<file path="src/rtl/core/mdf_pkg.sv">
// Package for the message duplicate filter.
// Types, status codes, register indexes and constants shared by all mdf modules.
package mdf_pkg;

    localparam logic [31:0] HASH_SEED    = 32'd5381;
    localparam int          HASH_SHIFT   = 5;
    localparam int          CFG_IDX_W    = 8;
    localparam int          CFG_DATA_W   = 32;
    localparam int          WINDOW_W     = 16;
    localparam logic [WINDOW_W-1:0] WINDOW_RESET = 16'd60;

    localparam logic [CFG_IDX_W-1:0] CFG_STORAGE_ONLINE = 8'd0;
    localparam logic [CFG_IDX_W-1:0] CFG_WINDOW_SECONDS = 8'd1;

    typedef enum logic [1:0] {
        ST_ACCEPTED  = 2'd0,
        ST_DUPLICATE = 2'd1,
        ST_OFFLINE   = 2'd2
    } t_status;

    typedef enum logic [1:0] {
        BK_IDLE,
        BK_SCAN,
        BK_LAST
    } t_back_state;

    typedef struct packed {
        logic [31:0] hash;
        logic [31:0] now;
    } t_chk_req;

    typedef struct packed {
        logic                storage_online;
        logic [WINDOW_W-1:0] window_seconds;
    } t_cfg;

endpackage

</file>
<file path="src/rtl/core/mdf_front.sv">
// Front end: accepts characters and folds them into the running hash.
// Pushes (hash ^ ric, time) check requests into the queue; uses mdf_pkg.
module mdf_front (
    input  logic             i_clk,
    input  logic             i_rst_n,
    input  logic             start,
    output logic             busy,
    input  logic [7:0]       i_char_byte,
    input  logic             i_has_char,
    input  logic             i_end_of_message,
    input  logic [31:0]      i_ric_code,
    input  logic [31:0]      i_now_seconds,
    input  logic             i_q_full,
    output logic             o_push,
    output mdf_pkg::t_chk_req o_push_data
);
    import mdf_pkg::*;

    logic [31:0] r_hash;
    logic [31:0] n_hash;
    logic [31:0] mixed;
    logic        accept;

    assign busy   = i_q_full;
    assign accept = start & ~i_q_full;
    assign mixed  = i_has_char ? (((r_hash << HASH_SHIFT) + r_hash) ^ {24'd0, i_char_byte})
                               : r_hash;

    always_comb begin
        n_hash = r_hash;
        if (accept) begin
            n_hash = i_end_of_message ? HASH_SEED : mixed;
        end
    end

    assign o_push           = accept & i_end_of_message;
    assign o_push_data.hash = mixed ^ i_ric_code;
    assign o_push_data.now  = i_now_seconds;

    always_ff @(posedge i_clk) begin
        if (!i_rst_n) begin
            r_hash <= HASH_SEED;
        end else begin
            r_hash <= n_hash;
        end
    end

endmodule

</file>
<file path="src/rtl/core/mdf_queue.sv">
// Two-entry queue of check requests between front and back end.
// Uses mdf_pkg for the request type.
module mdf_queue (
    input  logic              i_clk,
    input  logic              i_rst_n,
    input  logic              i_push,
    input  mdf_pkg::t_chk_req i_push_data,
    output logic              o_full,
    output logic              o_empty,
    input  logic              i_pop,
    output mdf_pkg::t_chk_req o_pop_data
);
    import mdf_pkg::*;

    t_chk_req   r_mem [2];
    logic       r_wr_ptr;
    logic       r_rd_ptr;
    logic [1:0] r_count;
    logic       do_push;
    logic       do_pop;

    assign o_full     = (r_count == 2'd2);
    assign o_empty    = (r_count == 2'd0);
    assign do_push    = i_push & ~o_full;
    assign do_pop     = i_pop & ~o_empty;
    assign o_pop_data = r_mem[r_rd_ptr];

    always_ff @(posedge i_clk) begin
        if (do_push) begin
            r_mem[r_wr_ptr] <= i_push_data;
        end
    end

    always_ff @(posedge i_clk) begin
        if (!i_rst_n) begin
            r_wr_ptr <= 1'b0;
            r_rd_ptr <= 1'b0;
            r_count  <= 2'd0;
        end else begin
            if (do_push) begin
                r_wr_ptr <= ~r_wr_ptr;
            end
            if (do_pop) begin
                r_rd_ptr <= ~r_rd_ptr;
            end
            r_count <= r_count + {1'b0, do_push} - {1'b0, do_pop};
        end
    end

endmodule

</file>
<file path="src/rtl/core/mdf_back.sv">
// Back end: scans the recent-slot memory one entry per cycle, decides status,
// records accepted hashes round robin and drives the result strobe; uses mdf_pkg.
module mdf_back #(
    parameter int SLOT_COUNT = 8
) (
    input  logic              i_clk,
    input  logic              i_rst_n,
    input  mdf_pkg::t_cfg     i_cfg,
    input  logic              i_q_empty,
    output logic              o_pop,
    input  mdf_pkg::t_chk_req i_req,
    output logic              o_valid,
    output logic [1:0]        o_status,
    output logic [31:0]       o_message_hash
);
    import mdf_pkg::*;

    localparam int IDX_W = (SLOT_COUNT > 1) ? $clog2(SLOT_COUNT) : 1;
    localparam logic [IDX_W-1:0] LAST_IDX = IDX_W'(SLOT_COUNT - 1);

    logic [31:0] mem_hash [SLOT_COUNT];
    logic [31:0] mem_time [SLOT_COUNT];
    logic [SLOT_COUNT-1:0] r_slot_vld;

    t_back_state r_state, n_state;
    logic [IDX_W-1:0] r_idx, n_idx;
    logic [IDX_W-1:0] r_next, n_next;
    logic [31:0] r_h, n_h;
    logic [31:0] r_now, n_now;
    logic        r_dup, n_dup;
    logic        r_chk, n_chk;
    logic [31:0] r_rd_hash;
    logic [31:0] r_rd_time;
    logic        r_rd_vld;
    logic        r_valid, n_valid;
    t_status     r_status, n_status;
    logic [31:0] r_out_hash, n_out_hash;

    logic [31:0] slot_hash_q;
    logic [31:0] slot_time_q;
    logic [31:0] age;
    logic        match;
    logic        rd_en;
    logic        wr_en;

    assign slot_hash_q = r_rd_vld ? r_rd_hash : 32'd0;
    assign slot_time_q = r_rd_vld ? r_rd_time : 32'd0;
    assign age         = r_now - slot_time_q;
    assign match       = r_chk && (slot_hash_q == r_h)
                         && (age[31] || (age <= {16'd0, i_cfg.window_seconds}));

    always_comb begin
        n_state    = r_state;
        n_idx      = r_idx;
        n_next     = r_next;
        n_h        = r_h;
        n_now      = r_now;
        n_dup      = r_dup;
        n_chk      = 1'b0;
        n_valid    = 1'b0;
        n_status   = r_status;
        n_out_hash = r_out_hash;
        o_pop      = 1'b0;
        rd_en      = 1'b0;
        wr_en      = 1'b0;
        unique case (r_state)
            BK_IDLE: begin
                if (!i_q_empty) begin
                    o_pop = 1'b1;
                    n_h   = i_req.hash;
                    n_now = i_req.now;
                    if (!i_cfg.storage_online) begin
                        n_valid    = 1'b1;
                        n_status   = ST_OFFLINE;
                        n_out_hash = i_req.hash;
                    end else begin
                        n_idx   = '0;
                        n_dup   = 1'b0;
                        n_state = BK_SCAN;
                    end
                end
            end
            BK_SCAN: begin
                rd_en = 1'b1;
                n_chk = 1'b1;
                n_dup = r_dup | match;
                if (r_idx == LAST_IDX) begin
                    n_state = BK_LAST;
                end else begin
                    n_idx = r_idx + 1'b1;
                end
            end
            BK_LAST: begin
                n_valid    = 1'b1;
                n_out_hash = r_h;
                if (r_dup | match) begin
                    n_status = ST_DUPLICATE;
                end else begin
                    n_status = ST_ACCEPTED;
                    wr_en    = 1'b1;
                    n_next   = (r_next == LAST_IDX) ? '0 : r_next + 1'b1;
                end
                n_state = BK_IDLE;
            end
            default: begin
                n_state = BK_IDLE;
            end
        endcase
    end

    always_ff @(posedge i_clk) begin
        if (wr_en) begin
            mem_hash[r_next] <= r_h;
            mem_time[r_next] <= r_now;
        end
        if (rd_en) begin
            r_rd_hash <= mem_hash[r_idx];
            r_rd_time <= mem_time[r_idx];
            r_rd_vld  <= r_slot_vld[r_idx];
        end
    end

    always_ff @(posedge i_clk) begin
        if (!i_rst_n) begin
            r_state    <= BK_IDLE;
            r_idx      <= '0;
            r_next     <= '0;
            r_dup      <= 1'b0;
            r_chk      <= 1'b0;
            r_valid    <= 1'b0;
            r_slot_vld <= '0;
        end else begin
            r_state <= n_state;
            r_idx   <= n_idx;
            r_next  <= n_next;
            r_dup   <= n_dup;
            r_chk   <= n_chk;
            r_valid <= n_valid;
            if (wr_en) begin
                r_slot_vld[r_next] <= 1'b1;
            end
        end
    end

    always_ff @(posedge i_clk) begin
        r_h        <= n_h;
        r_now      <= n_now;
        r_status   <= n_status;
        r_out_hash <= n_out_hash;
    end

    assign o_valid        = r_valid;
    assign o_status       = r_status;
    assign o_message_hash = r_out_hash;

endmodule

</file>
<file path="src/rtl/core/message_dedup_filter_top.sv">
// Top level of the message duplicate filter: configuration registers and
// wiring of mdf_front, mdf_queue and mdf_back; uses mdf_pkg.
//
//   channel   | handshake                 | payload
//   ----------+---------------------------+---------------------------------------
//   input     | start / busy              | char_byte has_char end_of_message ric now
//   result    | o_valid strobe, 1 cycle   | status message_hash
//   config    | i_cfg_valid / o_cfg_ready | i_cfg_index i_cfg_data
//
// A character item is folded into the running hash in the front end. An end item queues a check
// that the back end runs as a scan of the slot memory, one slot memory read per cycle,
// then the decision and slot write; offline checks are answered from the idle state with no scan.
// busy is high while the two-entry check queue is full.
// Synchronous active-low reset; slot memory entries read as zero until written.
// The result strobe cannot be held off by the receiver.
module message_dedup_filter_top #(
    parameter int SLOT_COUNT = 8
) (
    input  logic                               i_clk,
    input  logic                               i_rst_n,
    input  logic                               start,
    output logic                               busy,
    input  logic [7:0]                         i_char_byte,
    input  logic                               i_has_char,
    input  logic                               i_end_of_message,
    input  logic [31:0]                        i_ric_code,
    input  logic [31:0]                        i_now_seconds,
    output logic                               o_valid,
    output logic [1:0]                         o_status,
    output logic [31:0]                        o_message_hash,
    input  logic                               i_cfg_valid,
    output logic                               o_cfg_ready,
    input  logic [mdf_pkg::CFG_IDX_W-1:0]      i_cfg_index,
    input  logic [mdf_pkg::CFG_DATA_W-1:0]     i_cfg_data
);
    import mdf_pkg::*;

    t_cfg     r_cfg;
    logic     cfg_wr;
    logic     q_full;
    logic     q_empty;
    logic     push;
    logic     pop;
    t_chk_req push_data;
    t_chk_req pop_data;

    assign o_cfg_ready = 1'b1;
    assign cfg_wr      = i_cfg_valid & o_cfg_ready;

    always_ff @(posedge i_clk) begin
        if (!i_rst_n) begin
            r_cfg.storage_online <= 1'b0;
            r_cfg.window_seconds <= WINDOW_RESET;
        end else if (cfg_wr) begin
            if (i_cfg_index == CFG_STORAGE_ONLINE) begin
                r_cfg.storage_online <= i_cfg_data[0];
            end
            if (i_cfg_index == CFG_WINDOW_SECONDS) begin
                r_cfg.window_seconds <= i_cfg_data[WINDOW_W-1:0];
            end
        end
    end

    mdf_front u_front (
        .i_clk            (i_clk),
        .i_rst_n          (i_rst_n),
        .start            (start),
        .busy             (busy),
        .i_char_byte      (i_char_byte),
        .i_has_char       (i_has_char),
        .i_end_of_message (i_end_of_message),
        .i_ric_code       (i_ric_code),
        .i_now_seconds    (i_now_seconds),
        .i_q_full         (q_full),
        .o_push           (push),
        .o_push_data      (push_data)
    );

    mdf_queue u_queue (
        .i_clk       (i_clk),
        .i_rst_n     (i_rst_n),
        .i_push      (push),
        .i_push_data (push_data),
        .o_full      (q_full),
        .o_empty     (q_empty),
        .i_pop       (pop),
        .o_pop_data  (pop_data)
    );

    mdf_back #(
        .SLOT_COUNT (SLOT_COUNT)
    ) u_back (
        .i_clk          (i_clk),
        .i_rst_n        (i_rst_n),
        .i_cfg          (r_cfg),
        .i_q_empty      (q_empty),
        .o_pop          (pop),
        .i_req          (pop_data),
        .o_valid        (o_valid),
        .o_status       (o_status),
        .o_message_hash (o_message_hash)
    );

endmodule

</file>
<file path="config.mk">
export PLATFORM = sky130hd
export DESIGN_NAME = message_dedup_filter_top
export DESIGN_NICKNAME = d
export VERILOG_FILES = /design/src/rtl/core/mdf_pkg.sv /design/src/rtl/core/mdf_front.sv /design/src/rtl/core/mdf_queue.sv /design/src/rtl/core/mdf_back.sv /design/src/rtl/core/message_dedup_filter_top.sv
export SDC_FILE = /design/constraint.sdc
export NUM_CORES = 1
export LEC_CHECK = 0
export CAP_MARGIN = 20
export CORE_MARGIN = 3
export CORE_UTILIZATION = 45
export CTS_BUF_LIST = sky130_fd_sc_hd__clkbuf_4 sky130_fd_sc_hd__clkbuf_8
export DETAILED_ROUTE_END_ITERATION = 10
export DONT_BUFFER_PORTS = 1
export HOLD_SLACK_MARGIN = 0.08
export REMOVE_ABC_BUFFERS = 1
export SLEW_MARGIN = 5
export SYNTH_ARGS = -nofsm -noshare
export SYNTH_HDL_FRONTEND = slang
export SYNTH_SLANG_ARGS = --single-unit
</file>
<file path="constraint.sdc">
create_clock -name i_clk -period 8.6 [get_ports i_clk]
set_clock_uncertainty 0.05 [all_clocks]
set_input_delay 0.86 -clock i_clk [delete_from_list [all_inputs] [get_ports i_clk]]
set_output_delay 0.86 -clock i_clk [all_outputs]
set_load 0.005 [all_outputs]
</file>
==> impl_metrics.py <==
metrics = {
    "cells_and_area": {
        "syn_to_final_growth_pct": 12.5,
        "fin_cells": 3486,
        "multiInputGateArea_sq_um": 10900,
        "finalCoreUtilization_pct": 51.4,
        "num-fill-cells": 6623,
        "drive_above_1_share_pct": 24.7,
        "ff_latch_area_sq_um": 25600,
        "nets": 2505,
    },
    "logic_synthesis": {
        "synth_edf_count": 803,
        "synth_ff_type": "edfxtp_1",
        "yosysTopAreaCell": "edfxtp_1",
        "synth_warnings": 0,
        "ys_types": 79,
        "syn_inst": 2179,
        "ys_seq_area_share_pct": 69.2,
        "synth_top_area_share_pct": 65.2,
        "ys_seq_elements": 876,
        "synth_area_sq_um": 37000,
        "synthArstFlopShare_pct": 0,
        "synth_area_leaders": "edfxtp_1 (65%), mux4_2 (7.9%), mux2_2 (4.9%), dfxtp_1 (4.0%), ha_1 (2.7%)",
        "avgSynthCellArea_sq_um": 17.0,
    },
    "global_routing": {
        "globalRoute.totalOverflow": 0,
        "grt_pass1_vias": 20800,
        "antenna_found_initial": 2,
        "track_usage_pct": 19.8,
        "grt_max_degree": 75,
        "grt_pass1_wl_um": 128000,
    },
    "power": {
        "peakVddDrop_uv": 140,
        "power_frac_clock_pct": 34.0,
        "pwr-share-comb_pct": 13.5,
        "p_int_w": 0.00787,
        "p_leak_nw": 13.7,
        "switching_share_pct": 27.4,
        "p_per_area_nw_per_um2": 260,
        "seq_power_share_pct": 52.5,
        "p_switching_w": 0.00297,
    },
    "sta": {
        "min_period_ns": 6.67,
        "setup_viol": 0,
        "fmax_ghz": 0.150,
        "hold_violations": 0,
        "fin_crit_sh_pct": 77.6,
        "fin_tns_setup_ns": 0,
        "tightest_slew_ns": 1.15,
        "slew_headroom_pct": 23.2,
        "rsz0062_at_grt": "no",
        "slew_violations": 0,
    },
    "worst_setup_path": {
        "crit_cells": 22,
        "critPathLaunchType": "register",
        "path_buf_inv": 2,
        "required_ns": 8.97,
        "end_kind": "register",
        "path_cells": "and2_1, ha_1, fa_1, nand2b_1, a21oi_1, o31a_1, nand3_1, a41oi_1, xor2_1, ha_1, nand4_1, nand3b_1, a21oi_1, a211oi_1, o21ai_0, a2111oi_0, nand4_1, nor4_4, nor3b_2, clkbuf_8, and3_2, buf_4",
        "path_delay_family": "simple AND/OR/NAND/NOR gates",
        "max_stage_delay_ns": 0.76,
        "worstPathArrival_ns": 7.04,
        "path_max_fanout": 24,
        "worst-r2r-cell-count": 22,
        "cp_slowest_cell": "and3_2",
        "criticalPathCategory": "register to register",
    },
    "min_path": {
        "hp-class": "primary input to register",
        "worst_hold_path.num_cells": 2,
    },
    "floorplanning": {
        "num_io_pins": 155,
        "dieArea_sq_um": 85700,
        "rows": 104,
        "start_util_pct": 45.7,
        "die_w_um": 293,
        "die_y_um": 293,
        "coreArea_sq_um": 80900,
    },
    "drt": {
        "first_pass_iters": 5,
        "via_count": 19700,
        "drtIter0Drc": 1276,
        "vias_per_cell": 5.65,
        "wl_um": 84500,
        "ant_nets": 0,
        "wl_per_cell_um": 24.2,
        "drc_errors": 0,
    },
    "run": {
        "cap_violations": 0,
    },
    "cts": {
        "cts_root_buf": "clkbuf_8",
        "post_cts_buffers": 0,
        "cts_resized": 0,
        "cts_buffer_depth": 3,
        "htreeDepth": 4,
        "clkTransAtPathRegs_ns": 0.06,
        "cts_sinks": 876,
        "clock_latency_ns": 0.78,
        "cts_buffers": 147,
        "cts_tree": "built",
    },
    "place": {
        "hpwl_um": 51300,
        "gp_congestion": 0.852,
        "numPlacedInstances": 3181,
        "numPortBuffers": 0,
    },
    "outcome": {
        "outcome": "completed",
    },
}
[cells in the mapped netlist, types with 49 or more instances]
cell and n:
a21oi_1 69, dfxtp_1 73, ha_1 79, mux2i_1 49, nor2_1 63, edfxtp_1 803
mux4_2 130, clkbuf_1 65, xnor2_1 65, inv_1 53, nand2_1 107, mux2_2 161
o21ai_0 50
[timing repair]
action	4_1_cts	5_1_grt
endpoints found under the hold margin	71	0
endpoints found under the setup margin	0	0
hold buffers	34	0
[layout make-up]
class	instances	share of cell area [%]
flip-flops and latches	876	61.5
multi-input cells	1156	26.1
clock buffers	207	6.10
well taps	1060	3.19
repair buffers	72	1.60
clock inverters	61	0.972
inverters	53	0.478
diodes	1	0.00602
[stage by stage]
step / total power (W) / worst slack, ns / hold slack [ns] / instance area [sq um]
after floorplan: 0.00662 / 1.53 / 0.387 / 36600
after global placement: 0.00720 / 1.43 / 0.395 / 38300
after detailed placement: 0.00724 / 1.30 / 0.404 / 38300
after CTS: 0.0110 / 1.26 / 0.0800 / 41500
after global routing: 0.0114 / 1.46 / 0.105 / 41600
final: 0.0108 / 1.93 / 0.159 / 41600
[registers in the layout (all words and copies together), names as in the netlist, named ones only]
register / flops
u_back.r_idx: 3
u_back.r_dup: 1
u_back.o_valid: 1
u_back.r_state: 2
u_back.r_rd_hash: 32
u_back.r_rd_time: 32
u_front.r_hash: 32
u_back.r_slot_vld: 8
u_queue.r_mem: 128
u_back.o_status: 2
u_back.r_h: 32
u_queue.r_rd_ptr: 1
u_back.r_rd_vld: 1
u_back.r_now: 32
u_back.mem_time: 256
u_back.r_chk: 1
u_queue.r_wr_ptr: 1
u_queue.r_count: 2
r_cfg: 17
u_back.o_message_hash: 32
u_back.mem_hash: 256
u_back.r_next: 3
[final timing paths]
path	from	to	slack (ns)
setup / recovery	u_back.r_rd_vld	u_back.mem_hash[7][24]	1.93
hold / removal	i_cfg_data[4]	r_cfg[4]	0.16
setup reg to reg	u_back.r_rd_vld	u_back.mem_hash[7][24]	1.93
hold reg to reg	u_back.r_slot_vld[7]	u_back.r_slot_vld[7]	0.41
[per-layer routing]
layer,GRT usage [%],routed length (um)
met2,33.2,41800
met3,4.59,4390
met4,6.19,1770
met1,25.9,36500
met5,0,0
[cells in the final DEF (no fill, tap or decap), types with 53 or more instances in the layout]
| master | instances |
|---|---|
| edfxtp_1 | 803 |
| mux2_2 | 161 |
| clkbuf_8 | 158 |
| mux4_2 | 130 |
| nand2_1 | 107 |
| ha_1 | 79 |
| a21oi_1 | 69 |
| dfxtp_1 | 69 |
| xnor2_1 | 65 |
| nor2_1 | 61 |
| inv_1 | 53 |
[logic make-up after synthesis]
group | share of synthesized area, %
fa+ha+maj | 2.78
other cells | 0.0101
simple gates | 4.87
compound gates | 5.28
flops | 69.2
mux | 14.1
buf+inv | 1.58
xor+xnor | 2.18
[power by group through the flow]
stage / Clock [W] / Combinational, W / Sequential, W
after floorplan: 0 / 0.00102 / 0.00561
after global placement: 0 / 0.00145 / 0.00576
after detailed placement: 0 / 0.00145 / 0.00579
after CTS: 0.00379 / 0.00148 / 0.00570
after global routing: 0.00398 / 0.00162 / 0.00575
final: 0.00368 / 0.00146 / 0.00569
Note: power is estimated with default switching activity, not from simulation.
